--- src/smcp_pkg.sv ---
// Types, codes and constants shared by the serial motor command parser.
// No dependencies.
package smcp_pkg;

  localparam int MotorCountDef = 12;
  localparam int MsgMaxDef     = 32;
  localparam int KeptBytes     = 7;
  localparam int KeptAw        = 3;
  localparam int JobDepth      = 2;
  localparam int JobAw         = 1;
  localparam int WideIdMax     = 99;
  localparam int PosMax        = 100;

  localparam logic [7:0] CrByte  = 8'd13;
  localparam logic [7:0] ChOn    = 8'h61;
  localparam logic [7:0] ChOff   = 8'h62;
  localparam logic [7:0] ChCheck = 8'h63;
  localparam logic [7:0] ChOrig  = 8'h66;
  localparam logic [7:0] ChSMin  = 8'h6c;
  localparam logic [7:0] ChSMax  = 8'h68;
  localparam logic [7:0] ChMMax  = 8'h77;
  localparam logic [7:0] ChMMin  = 8'h73;
  localparam logic [7:0] ChCtrl  = 8'h6d;

  // Digit offsets: 48*10+48 for the id, 48*100+48*10+48 for the position.
  localparam logic [12:0] IdBias  = 13'd528;
  localparam logic [15:0] PosBias = 16'd5328;

  typedef enum logic [1:0] {
    StOk     = 2'd0,
    StBadId  = 2'd1,
    StBadPos = 2'd2
  } status_e;

  typedef enum logic [3:0] {
    KOn      = 4'd0,
    KOff     = 4'd1,
    KCheck   = 4'd2,
    KOrigin  = 4'd3,
    KSetMin  = 4'd4,
    KSetMax  = 4'd5,
    KMoveMax = 4'd6,
    KMoveMin = 4'd7,
    KControl = 4'd8
  } kind_e;

  typedef struct packed {
    status_e     status;
    kind_e       kind;
    logic [6:0]  id;
    logic [6:0]  pct;
    logic        bcast;
  } job_t;

  typedef struct packed {
    status_e     status;
    kind_e       kind;
    logic [6:0]  id;
    logic [6:0]  pct;
    logic        last;
  } res_t;

endpackage

--- src/smcp_front.sv ---
// Front end: collects message bytes, decodes the command at message end.
// Depends on smcp_pkg.
module smcp_front #(
  parameter int MOTOR_COUNT = smcp_pkg::MotorCountDef,
  parameter int MSG_MAX     = smcp_pkg::MsgMaxDef
) (
  input  logic               clk_i,
  input  logic               rst_ni,
  input  logic               beat_i,
  input  logic [7:0]         rx_byte_i,
  output logic               job_push_o,
  output smcp_pkg::job_t     job_o
);

  localparam int LW = $clog2(MSG_MAX);

  logic [7:0]    bytes_q [smcp_pkg::KeptBytes];
  logic [7:0]    bytes_d [smcp_pkg::KeptBytes];
  logic [LW-1:0] len_q, len_d;
  logic          msg_end;

  logic               known, can_bcast, wide;
  smcp_pkg::kind_e    kind;
  logic signed [12:0] id_s;
  logic [15:0]        pos;
  logic [12:0]        limit;
  logic               id_ok;

  assign msg_end = (rx_byte_i == smcp_pkg::CrByte) || (len_q == LW'(MSG_MAX - 1));

  always_comb begin
    known     = 1'b1;
    can_bcast = 1'b0;
    wide      = 1'b1;
    kind      = smcp_pkg::KOn;
    unique case (bytes_q[0])
      smcp_pkg::ChOn: begin
        kind = smcp_pkg::KOn; can_bcast = 1'b1; wide = 1'b0;
      end
      smcp_pkg::ChOff: begin
        kind = smcp_pkg::KOff; can_bcast = 1'b1; wide = 1'b0;
      end
      smcp_pkg::ChCheck: begin
        kind = smcp_pkg::KCheck; wide = 1'b0;
      end
      smcp_pkg::ChOrig: begin
        kind = smcp_pkg::KOrigin; can_bcast = 1'b1; wide = 1'b0;
      end
      smcp_pkg::ChSMin: kind = smcp_pkg::KSetMin;
      smcp_pkg::ChSMax: kind = smcp_pkg::KSetMax;
      smcp_pkg::ChMMax: kind = smcp_pkg::KMoveMax;
      smcp_pkg::ChMMin: kind = smcp_pkg::KMoveMin;
      smcp_pkg::ChCtrl: kind = smcp_pkg::KControl;
      default:          known = 1'b0;
    endcase
  end

  assign id_s  = $signed(13'(bytes_q[1]) * 13'd10 + 13'(bytes_q[2]) - smcp_pkg::IdBias);
  assign pos   = 16'(bytes_q[4]) * 16'd100 + 16'(bytes_q[5]) * 16'd10
               + 16'(bytes_q[6]) - smcp_pkg::PosBias;
  assign limit = wide ? 13'(smcp_pkg::WideIdMax) : 13'(MOTOR_COUNT);
  assign id_ok = (id_s > 13'sd0) && (id_s <= $signed(limit));

  always_comb begin
    job_o.status = smcp_pkg::StOk;
    job_o.kind   = kind;
    job_o.id     = 7'(id_s);
    job_o.pct    = 7'd0;
    job_o.bcast  = 1'b0;
    priority if (can_bcast && (len_q <= LW'(1))) begin
      job_o.bcast = 1'b1;
      job_o.id    = 7'd0;
    end else if (!id_ok) begin
      job_o.status = smcp_pkg::StBadId;
      job_o.id     = 7'd0;
    end else if (kind == smcp_pkg::KControl) begin
      if (pos > 16'(smcp_pkg::PosMax)) begin
        job_o.status = smcp_pkg::StBadPos;
        job_o.id     = 7'd0;
      end else begin
        job_o.pct = 7'(pos);
      end
    end
  end

  assign job_push_o = beat_i && msg_end && known;

  always_comb begin
    bytes_d = bytes_q;
    len_d   = len_q;
    if (beat_i) begin
      if (msg_end) begin
        for (int i = 0; i < smcp_pkg::KeptBytes; i++) bytes_d[i] = 8'd0;
        len_d = '0;
      end else begin
        if (len_q < LW'(smcp_pkg::KeptBytes)) begin
          bytes_d[len_q[smcp_pkg::KeptAw-1:0]] = rx_byte_i;
        end
        len_d = len_q + LW'(1);
      end
    end
  end

  always_ff @(posedge clk_i or negedge rst_ni) begin
    if (!rst_ni) begin
      len_q <= '0;
      for (int i = 0; i < smcp_pkg::KeptBytes; i++) bytes_q[i] <= 8'd0;
    end else begin
      len_q   <= len_d;
      bytes_q <= bytes_d;
    end
  end

endmodule

--- src/smcp_job_fifo.sv ---
// Short job queue between the decoder front end and the result back end.
// Depends on smcp_pkg.
module smcp_job_fifo (
  input  logic               clk_i,
  input  logic               rst_ni,
  input  logic               push_i,
  input  smcp_pkg::job_t     job_i,
  output logic               full_o,
  input  logic               pop_i,
  output logic               nonempty_o,
  output smcp_pkg::job_t     job_o
);

  localparam int AW = smcp_pkg::JobAw;

  smcp_pkg::job_t mem_q [smcp_pkg::JobDepth];
  logic [AW-1:0]  wptr_q, rptr_q;
  logic [AW:0]    cnt_q;
  logic           do_push, do_pop;

  assign full_o     = (cnt_q == (AW+1)'(smcp_pkg::JobDepth));
  assign nonempty_o = (cnt_q != '0);
  assign job_o      = mem_q[rptr_q];
  assign do_push    = push_i && !full_o;
  assign do_pop     = pop_i && nonempty_o;

  always_ff @(posedge clk_i) begin
    if (do_push) mem_q[wptr_q] <= job_i;
  end

  always_ff @(posedge clk_i or negedge rst_ni) begin
    if (!rst_ni) begin
      wptr_q <= '0;
      rptr_q <= '0;
      cnt_q  <= '0;
    end else begin
      if (do_push) wptr_q <= wptr_q + AW'(1);
      if (do_pop)  rptr_q <= rptr_q + AW'(1);
      cnt_q <= cnt_q + (AW+1)'(do_push) - (AW+1)'(do_pop);
    end
  end

endmodule

--- src/smcp_back.sv ---
// Back end: expands jobs into results, broadcast ones over all motors.
// Depends on smcp_pkg.
module smcp_back #(
  parameter int MOTOR_COUNT = smcp_pkg::MotorCountDef
) (
  input  logic               clk_i,
  input  logic               rst_ni,
  input  logic               job_valid_i,
  input  smcp_pkg::job_t     job_i,
  output logic               job_pop_o,
  output logic               out_valid_o,
  input  logic               out_pop_i,
  output smcp_pkg::res_t     res_o
);

  localparam int CW = (MOTOR_COUNT > 1) ? $clog2(MOTOR_COUNT) : 1;

  logic           valid_q, valid_d;
  smcp_pkg::res_t res_q, res_d;
  logic [CW-1:0]  cnt_q, cnt_d;
  logic           advance, bc_last;

  assign advance = !valid_q || out_pop_i;
  assign bc_last = (cnt_q == CW'(MOTOR_COUNT - 1));

  always_comb begin
    valid_d   = valid_q;
    res_d     = res_q;
    cnt_d     = cnt_q;
    job_pop_o = 1'b0;
    if (advance) begin
      valid_d      = job_valid_i;
      res_d.status = job_i.status;
      res_d.kind   = job_i.kind;
      res_d.pct    = job_i.pct;
      if (job_i.bcast) begin
        res_d.id   = 7'(cnt_q) + 7'd1;
        res_d.last = bc_last;
      end else begin
        res_d.id   = job_i.id;
        res_d.last = 1'b1;
      end
      if (job_valid_i) begin
        if (job_i.bcast && !bc_last) begin
          cnt_d = cnt_q + CW'(1);
        end else begin
          cnt_d     = '0;
          job_pop_o = 1'b1;
        end
      end
    end
  end

  always_ff @(posedge clk_i) begin
    res_q <= res_d;
  end

  always_ff @(posedge clk_i or negedge rst_ni) begin
    if (!rst_ni) begin
      valid_q <= 1'b0;
      cnt_q   <= '0;
    end else begin
      valid_q <= valid_d;
      cnt_q   <= cnt_d;
    end
  end

  assign out_valid_o = valid_q;
  assign res_o       = res_q;

endmodule

--- src/serial_motor_command_parser.sv ---
// A message-ending byte's job goes into the job queue, then the result register.
// Throughput: one byte per cycle in while full is low, one result per cycle out
// while pop is held; a broadcast occupies the result stage for MOTOR_COUNT results
// and full rises while the two-entry job queue holds two jobs.
// Reset: asynchronous, clears the message, the job queue and the result stage.
// Top level of the serial motor command parser; depends on smcp_pkg and submodules.
module serial_motor_command_parser_core #(
  parameter int MOTOR_COUNT = smcp_pkg::MotorCountDef,
  parameter int MSG_MAX     = smcp_pkg::MsgMaxDef
) (
  input  logic       clk_i,
  input  logic       rst_ni,
  input  logic       push,
  output logic       full,
  input  logic [7:0] rx_byte_i,
  output logic       empty,
  input  logic       pop,
  output logic [1:0] status_o,
  output logic [3:0] cmd_kind_o,
  output logic [6:0] motor_id_o,
  output logic [6:0] position_pct_o,
  output logic       last_o
);

  logic           beat, front_push, q_full, q_nonempty, q_pop, out_valid;
  smcp_pkg::job_t front_job, q_job;
  smcp_pkg::res_t res;

  assign beat = push && !full;
  assign full = q_full;

  smcp_front #(
    .MOTOR_COUNT(MOTOR_COUNT),
    .MSG_MAX    (MSG_MAX)
  ) u_front (
    .clk_i     (clk_i),
    .rst_ni    (rst_ni),
    .beat_i    (beat),
    .rx_byte_i (rx_byte_i),
    .job_push_o(front_push),
    .job_o     (front_job)
  );

  smcp_job_fifo u_fifo (
    .clk_i     (clk_i),
    .rst_ni    (rst_ni),
    .push_i    (front_push),
    .job_i     (front_job),
    .full_o    (q_full),
    .pop_i     (q_pop),
    .nonempty_o(q_nonempty),
    .job_o     (q_job)
  );

  smcp_back #(
    .MOTOR_COUNT(MOTOR_COUNT)
  ) u_back (
    .clk_i      (clk_i),
    .rst_ni     (rst_ni),
    .job_valid_i(q_nonempty),
    .job_i      (q_job),
    .job_pop_o  (q_pop),
    .out_valid_o(out_valid),
    .out_pop_i  (pop),
    .res_o      (res)
  );

  assign empty          = !out_valid;
  assign status_o       = res.status;
  assign cmd_kind_o     = res.kind;
  assign motor_id_o     = res.id;
  assign position_pct_o = res.pct;
  assign last_o         = res.last;

endmodule

--- config.mk ---
export PLATFORM = sky130hd
export DESIGN_NAME = serial_motor_command_parser_core
export DESIGN_NICKNAME = d
export VERILOG_FILES = /design/src/smcp_pkg.sv /design/src/smcp_front.sv /design/src/smcp_job_fifo.sv /design/src/smcp_back.sv /design/src/serial_motor_command_parser.sv
export SDC_FILE = /design/constraint.sdc
export NUM_CORES = 1
export LEC_CHECK = 0
export BUFFER_PORTS_ARGS = -buffer_cell sky130_fd_sc_hd__buf_2
export CAP_MARGIN = 20
export CORE_ASPECT_RATIO = 0.8
export CORE_MARGIN = 2
export CORE_UTILIZATION = 45
export CTS_BUF_LIST = sky130_fd_sc_hd__clkbuf_8
export DETAILED_ROUTE_END_ITERATION = 10
export PLACE_DENSITY = 0.65
export SYNTH_ARGS = -nofsm -noshare
export SYNTH_HDL_FRONTEND = slang
export SYNTH_SLANG_ARGS = --single-unit
--- constraint.sdc ---
create_clock -name clk_i -period 11.5 [get_ports clk_i]
set_clock_uncertainty 0.2 [all_clocks]
set_input_delay 1.725 -clock clk_i [delete_from_list [all_inputs] [get_ports clk_i]]
set_output_delay 1.725 -clock clk_i [all_outputs]
set_load 0.02 [all_outputs]
# Word level (Yosys, flattened, before mapping)
# Memories as Yosys holds them, arrays and structs flattened.
# Index checks and enable logic that the tools add are counted.
# Widths: inputs -> output; s select.
# totals
mem_bits_ro,0
ff_bits,91
elab_cells,106
inputBits,12
latchBits,0
ram_bits,42
out_inout_bits,23
mem_count,1
# memory_table
memory,words,word_bits,rd,rd_clocked_by_memory_dff,write_ports,line,rtl
u_fifo.mem_q,2,21,1,0,1,smcp_job_fifo.sv:16,smcp_pkg::job_t mem_q [smcp_pkg::JobDepth];
# classes
n_reduce_logical,21
muxes,29
magnitude_cmp,7
shifts,0
div,0
n_bitwise,1
n_addsub,12
mul,3
n_eq_ne,14
# ops
operator,count
$mux 56,2
$eq 8x7->1 const B,9
$bwmux 56,1
$mux 7,8
$pmux 4 s8,1
$demux 8 s3,1
$mul 8x3->11 const B,2
$add 15x12->16,1
$add 16x8->16,1
$gt 16x7->1 const B,1
$sub 16x13->16 const B,1
$mux 14,1
$add 12x8->13,1
$gt 13x1->1 const B,1
$le 13x13->1,1
$mul 8x5->13 const B,1
$sub 13x10->13 const B,1
$logic_and 1x1->1,9
$reduce_or 9->1,1
$eq 4x4->1 const B,2
$eq 8x4->1 const B,1
$mux 1,8
$mux 2,4
$mux 8,1
other kinds (21),27

# Longest topological paths before layout
# logic_depth
depth_word,9
ltp_mapped,21
depth_no_buf,21

# Cells and area by module
# Synthesis repeated with hierarchy kept, for this count alone.
# hier_totals
hier_cells,698
hier_area_um2,8045.2
# by_module_without_submodules
module,area_each_um2,seq_area_each_um2,cells_per_inst,n_inst
smcp_front,5297.6,1326.3,549,1
smcp_job_fifo,1717.9,1361.3,83,1
smcp_back,1012.2,755.7,64,1
serial_motor_command_parser_core,17.5,0.0,2,1

# Least setup slack after synthesis
# OpenSTA, ideal clock, no wires.
# synth_path
path_type,register -> register
startpoint,register u_front.bytes_q[18] in the netlist's numbering
endpoint,"memory u_fifo.mem_q[0][10] in the netlist's numbering, data pin"
setup_time_ns,0.205
period_less_slack_ns,5.142
path_buffers,0
arrival_time_ns,4.737
required_time_ns,11.095
stages_incl_launch_ff,20
setup_slack_ns,6.358
cell_sequence,dfrtp_1 -> ha_1 -> ha_1 -> fa_1 -> ha_1 -> a21oi_1 -> o21bai_1 -> a21oi_1 -> xor2_1 -> ha_1 -> inv_1 -> ha_1 -> ha_1 -> a21oi_1 -> o22ai_1 -> a2111oi_0 -> o2111ai_1 -> a21oi_1 -> a41oi_2 -> nor4b_1
# synth_rtl
element,line,rtl
start: declaration,smcp_front.sv:17,logic [7:0] bytes_q [smcp_pkg::KeptBytes];
start signal: assignment,smcp_front.sv:110,bytes_q <= bytes_d;
end: declaration,smcp_job_fifo.sv:16,

==> metrics.md <==
| Metric | Value |
|---|---|
| #FFs+latches synth | `125` |
| CTS tree | `built` |
| Post-synthesis simple-gate area fraction | `0.0983` |
| Fill count | `1,555` |
| Post-CTS Hold Buffers | `0` |
| XOR/XNOR share of the synthesized area | `0.0370` |
| Area grow syn2layout | `10.5%` |
| DP HPWL | `12,100 um` |
| # IOs | `35` |
| # diodes | `0` |
| TNS Setup | `0 ps` |
| Postcts setup bufs | `0` |
| Rows | `43` |
| Die span in x | `153 um` |
| Slew of the pin with the lowest slew margin | `1080 ps` |
| Status | `complete, no violations` |
| Asr flop ratio synth | `0.496` |
| Overflow after GRT | `0` |
| Slowest-stage cell, CP | `nor4_1` |
| Delay of the slowest critical-path stage | `490 ps` |
| Die Y-Extent | `124 um` |
| CTS buffer count | `17` |
| Clock Path Buffers | `2` |
| Unrepaired setup endpoints after global routing | `false` |
| Largest net degree at the start of global routing | `63` |
| Vias after detailed routing | `5,471` |
| Max Freq | `0.170 GHz` |
| Nets | `893` |
| Synth warn | `0` |
| Complex-gate fraction of the synthesized area | `0.160` |
| Avg Cell Area, Syn | `11.2 um2` |
| Final period util | `0.511` |
| Most frequent cells in the layout | `ha_1, inv_1, edfxtp_1` |
| Initial antenna violation count | `0` |
| CP endpoint kind | `register` |
| Overall Global Routing Usage | `0.174` |
| Sequential share of the synthesized area | `0.428` |
| Hold crit path type | `register to register` |
| Sink Count | `125` |
| DRT iter0 DRCs | `346` |
| Final setup violating endpoints | `0` |
| Max transition margin | `0.277` |
| Final WL | `16,100 um` |
| Yosys cell types | `65` |
| Final critical-path required period | `5870 ps` |
| Crit path max fanout | `8` |
| Syn nets | `851` |
| Routed len/inst | `16.1 um` |
| Core area | `17,400 um2` |
| Multiplexer fraction of the synthesized cell area | `0.0325` |
| Clock root buffer | `clkbuf_8` |
| WP data arrival | `5870 ps` |
| Ys flop type | `edfxtp_1` |
| Initial Util | `0.461` |
| Max-cap violations | `0` |
| Critical Path Source Type | `register` |
| Clk slew on worst S/H paths | `90 ps` |
| H-tree Lvls | `4` |
| Vias in the first global route | `5,249` |
| Slew Viols, Final | `0` |
| Post-synthesis cell area | `8040 um2` |
| First-pass GRT wire length | `26,500 um` |
| Most common cell after layout, fill and taps aside | `ha_1` |
| Vias per cell | `5.49` |
| Adder-cell share of the synthesized area | `0.202` |
| Post-cts resize count | `0` |
| ANT nets after route | `0` |
| Largest family of logic cells by synthesized area | `adder cells` |
| Routability cong. | `0.823` |
| PortBufs | `34` |
| Crit Path Class | `register to register` |
| Residual DRC count | `0` |
| EDFF count, synth | `63` |
| Most frequent CP cell | `ha_1` |
| Final Hold Fails | `0` |
| CP cell instances | `ha_1, ha_1, fa_1, ha_1, a21oi_1, o21bai_1, a21oi_1, xor2_1, ha_1, inv_1, ha_1, ha_1, a21oi_1, o22ai_1, a2111oi_0, o2111ai_1, a21oi_1, nand4_1, nor4_1` |
| Drt pass-1 iters | `4` |
| Die Area | `19,000 um2` |
| Gate count after technology mapping | `717` |
| Worst EP required | `11,500 ps` |
| Clock latency on the worst-skew pair | `450 ps` |
| Share of cells above drive strength 1 | `0.135` |
-- registers in the layout (all words and copies together), names as in the netlist --
signal	cells
u_back.out_valid_o	1
u_fifo.cnt_q	2
u_front.len_q	5
u_fifo.rptr_q	1
u_front.bytes_q	48
u_fifo.wptr_q	1
u_back.cnt_q	4
u_fifo.mem_q	42
u_back.res_o	21
-- cells in the mapped netlist (5+ instances only) --
cell type / n / share of area
o21ai_0: 27 / 0.017
xnor2_1: 23 / 0.025
a21o_1: 10 / 0.0093
o21bai_1: 6 / 0.0056
edfxtp_1: 63 / 0.24
a211oi_1: 8 / 0.0075
clkbuf_1: 9 / 0.0042
nor3_1: 5 / 0.0031
a22o_1: 48 / 0.052
nor4_1: 13 / 0.010
xor2_1: 11 / 0.012
a21oi_1: 40 / 0.025
nand3_1: 6 / 0.0037
nand2b_1: 11 / 0.0086
nor2b_1: 15 / 0.012
nand2_1: 29 / 0.014
inv_1: 72 / 0.034
dfrtp_1: 62 / 0.19
nor2_1: 39 / 0.018
mux2i_1: 7 / 0.0087
mux2_2: 17 / 0.024
fa_1: 13 / 0.032
ha_1: 109 / 0.17
-- final cells by class --
cell class | instances | area (um2) | share of cell area
repair buffers | 38 | 205 | 0.0231
inverters | 73 | 274 | 0.0308
multi-input cells | 504 | 4260 | 0.479
well taps | 225 | 282 | 0.0317
clock buffers | 17 | 234 | 0.0263
clock inverters | 15 | 188 | 0.0211
flip-flops and latches | 125 | 3440 | 0.388
-- kinds of logic after synthesis --
kind of cell | count (synthesis)
XOR/XNOR | 34
buffers and inverters | 88
flip-flops | 125
AND/OR/NAND/NOR | 148
multiplexers | 24
AO/OA/AOI/OAI | 176
adder cells (fa/ha/maj) | 122
-- critical path, delay by kind of cell (launching register included) --
family	cells	cell delay [ps]
fa+ha+maj	7	2380
compound gates	8	1650
simple gates	2	830
flops	1	430
xor+xnor	1	100
buf+inv	1	40
-- per-layer routing --
layer,global-route usage,wire length (um)
met4,0.0419,167
met2,0.256,6810
met3,0.0369,703
met5,0,0
met1,0.265,8370
-- path summary, 6_finish.rpt --
path / from / end / slack [ps] / cells after the start
worst min-delay path: u_fifo.wptr_q / u_fifo.wptr_q / 290 / 1
min in group asynchronous: rst_ni / u_back.cnt_q[3] / 1240 / 2
worst min register to register: u_fifo.wptr_q / u_fifo.wptr_q / 290 / 1
worst max-delay path: u_front.bytes_q[19] / u_fifo.mem_q[0][3] / 5630 / 19
max in group asynchronous: rst_ni / u_front.bytes_q[3] / 9310 / 2
worst max register to register: u_front.bytes_q[19] / u_fifo.mem_q[0][3] / 5630 / 19
-- stage by stage --
step	instances	cell area, um2	hold slack, ps	setup WS [ps]	utilization
3_3_place_gp	963	8440	274	5890	0.484
3_5_place_dp	963	8440	281	5680	0.484
4_1_cts	995	8860	291	5690	0.508
5_1_grt	997	8880	310	5190	0.510
6_report	997	8880	291	5630	0.510
2_1_floorplan	717	8040	260	6360	-
Power is not shown: default switching activity piles up to over one toggle a cycle in this logic, so the estimate is an artifact.
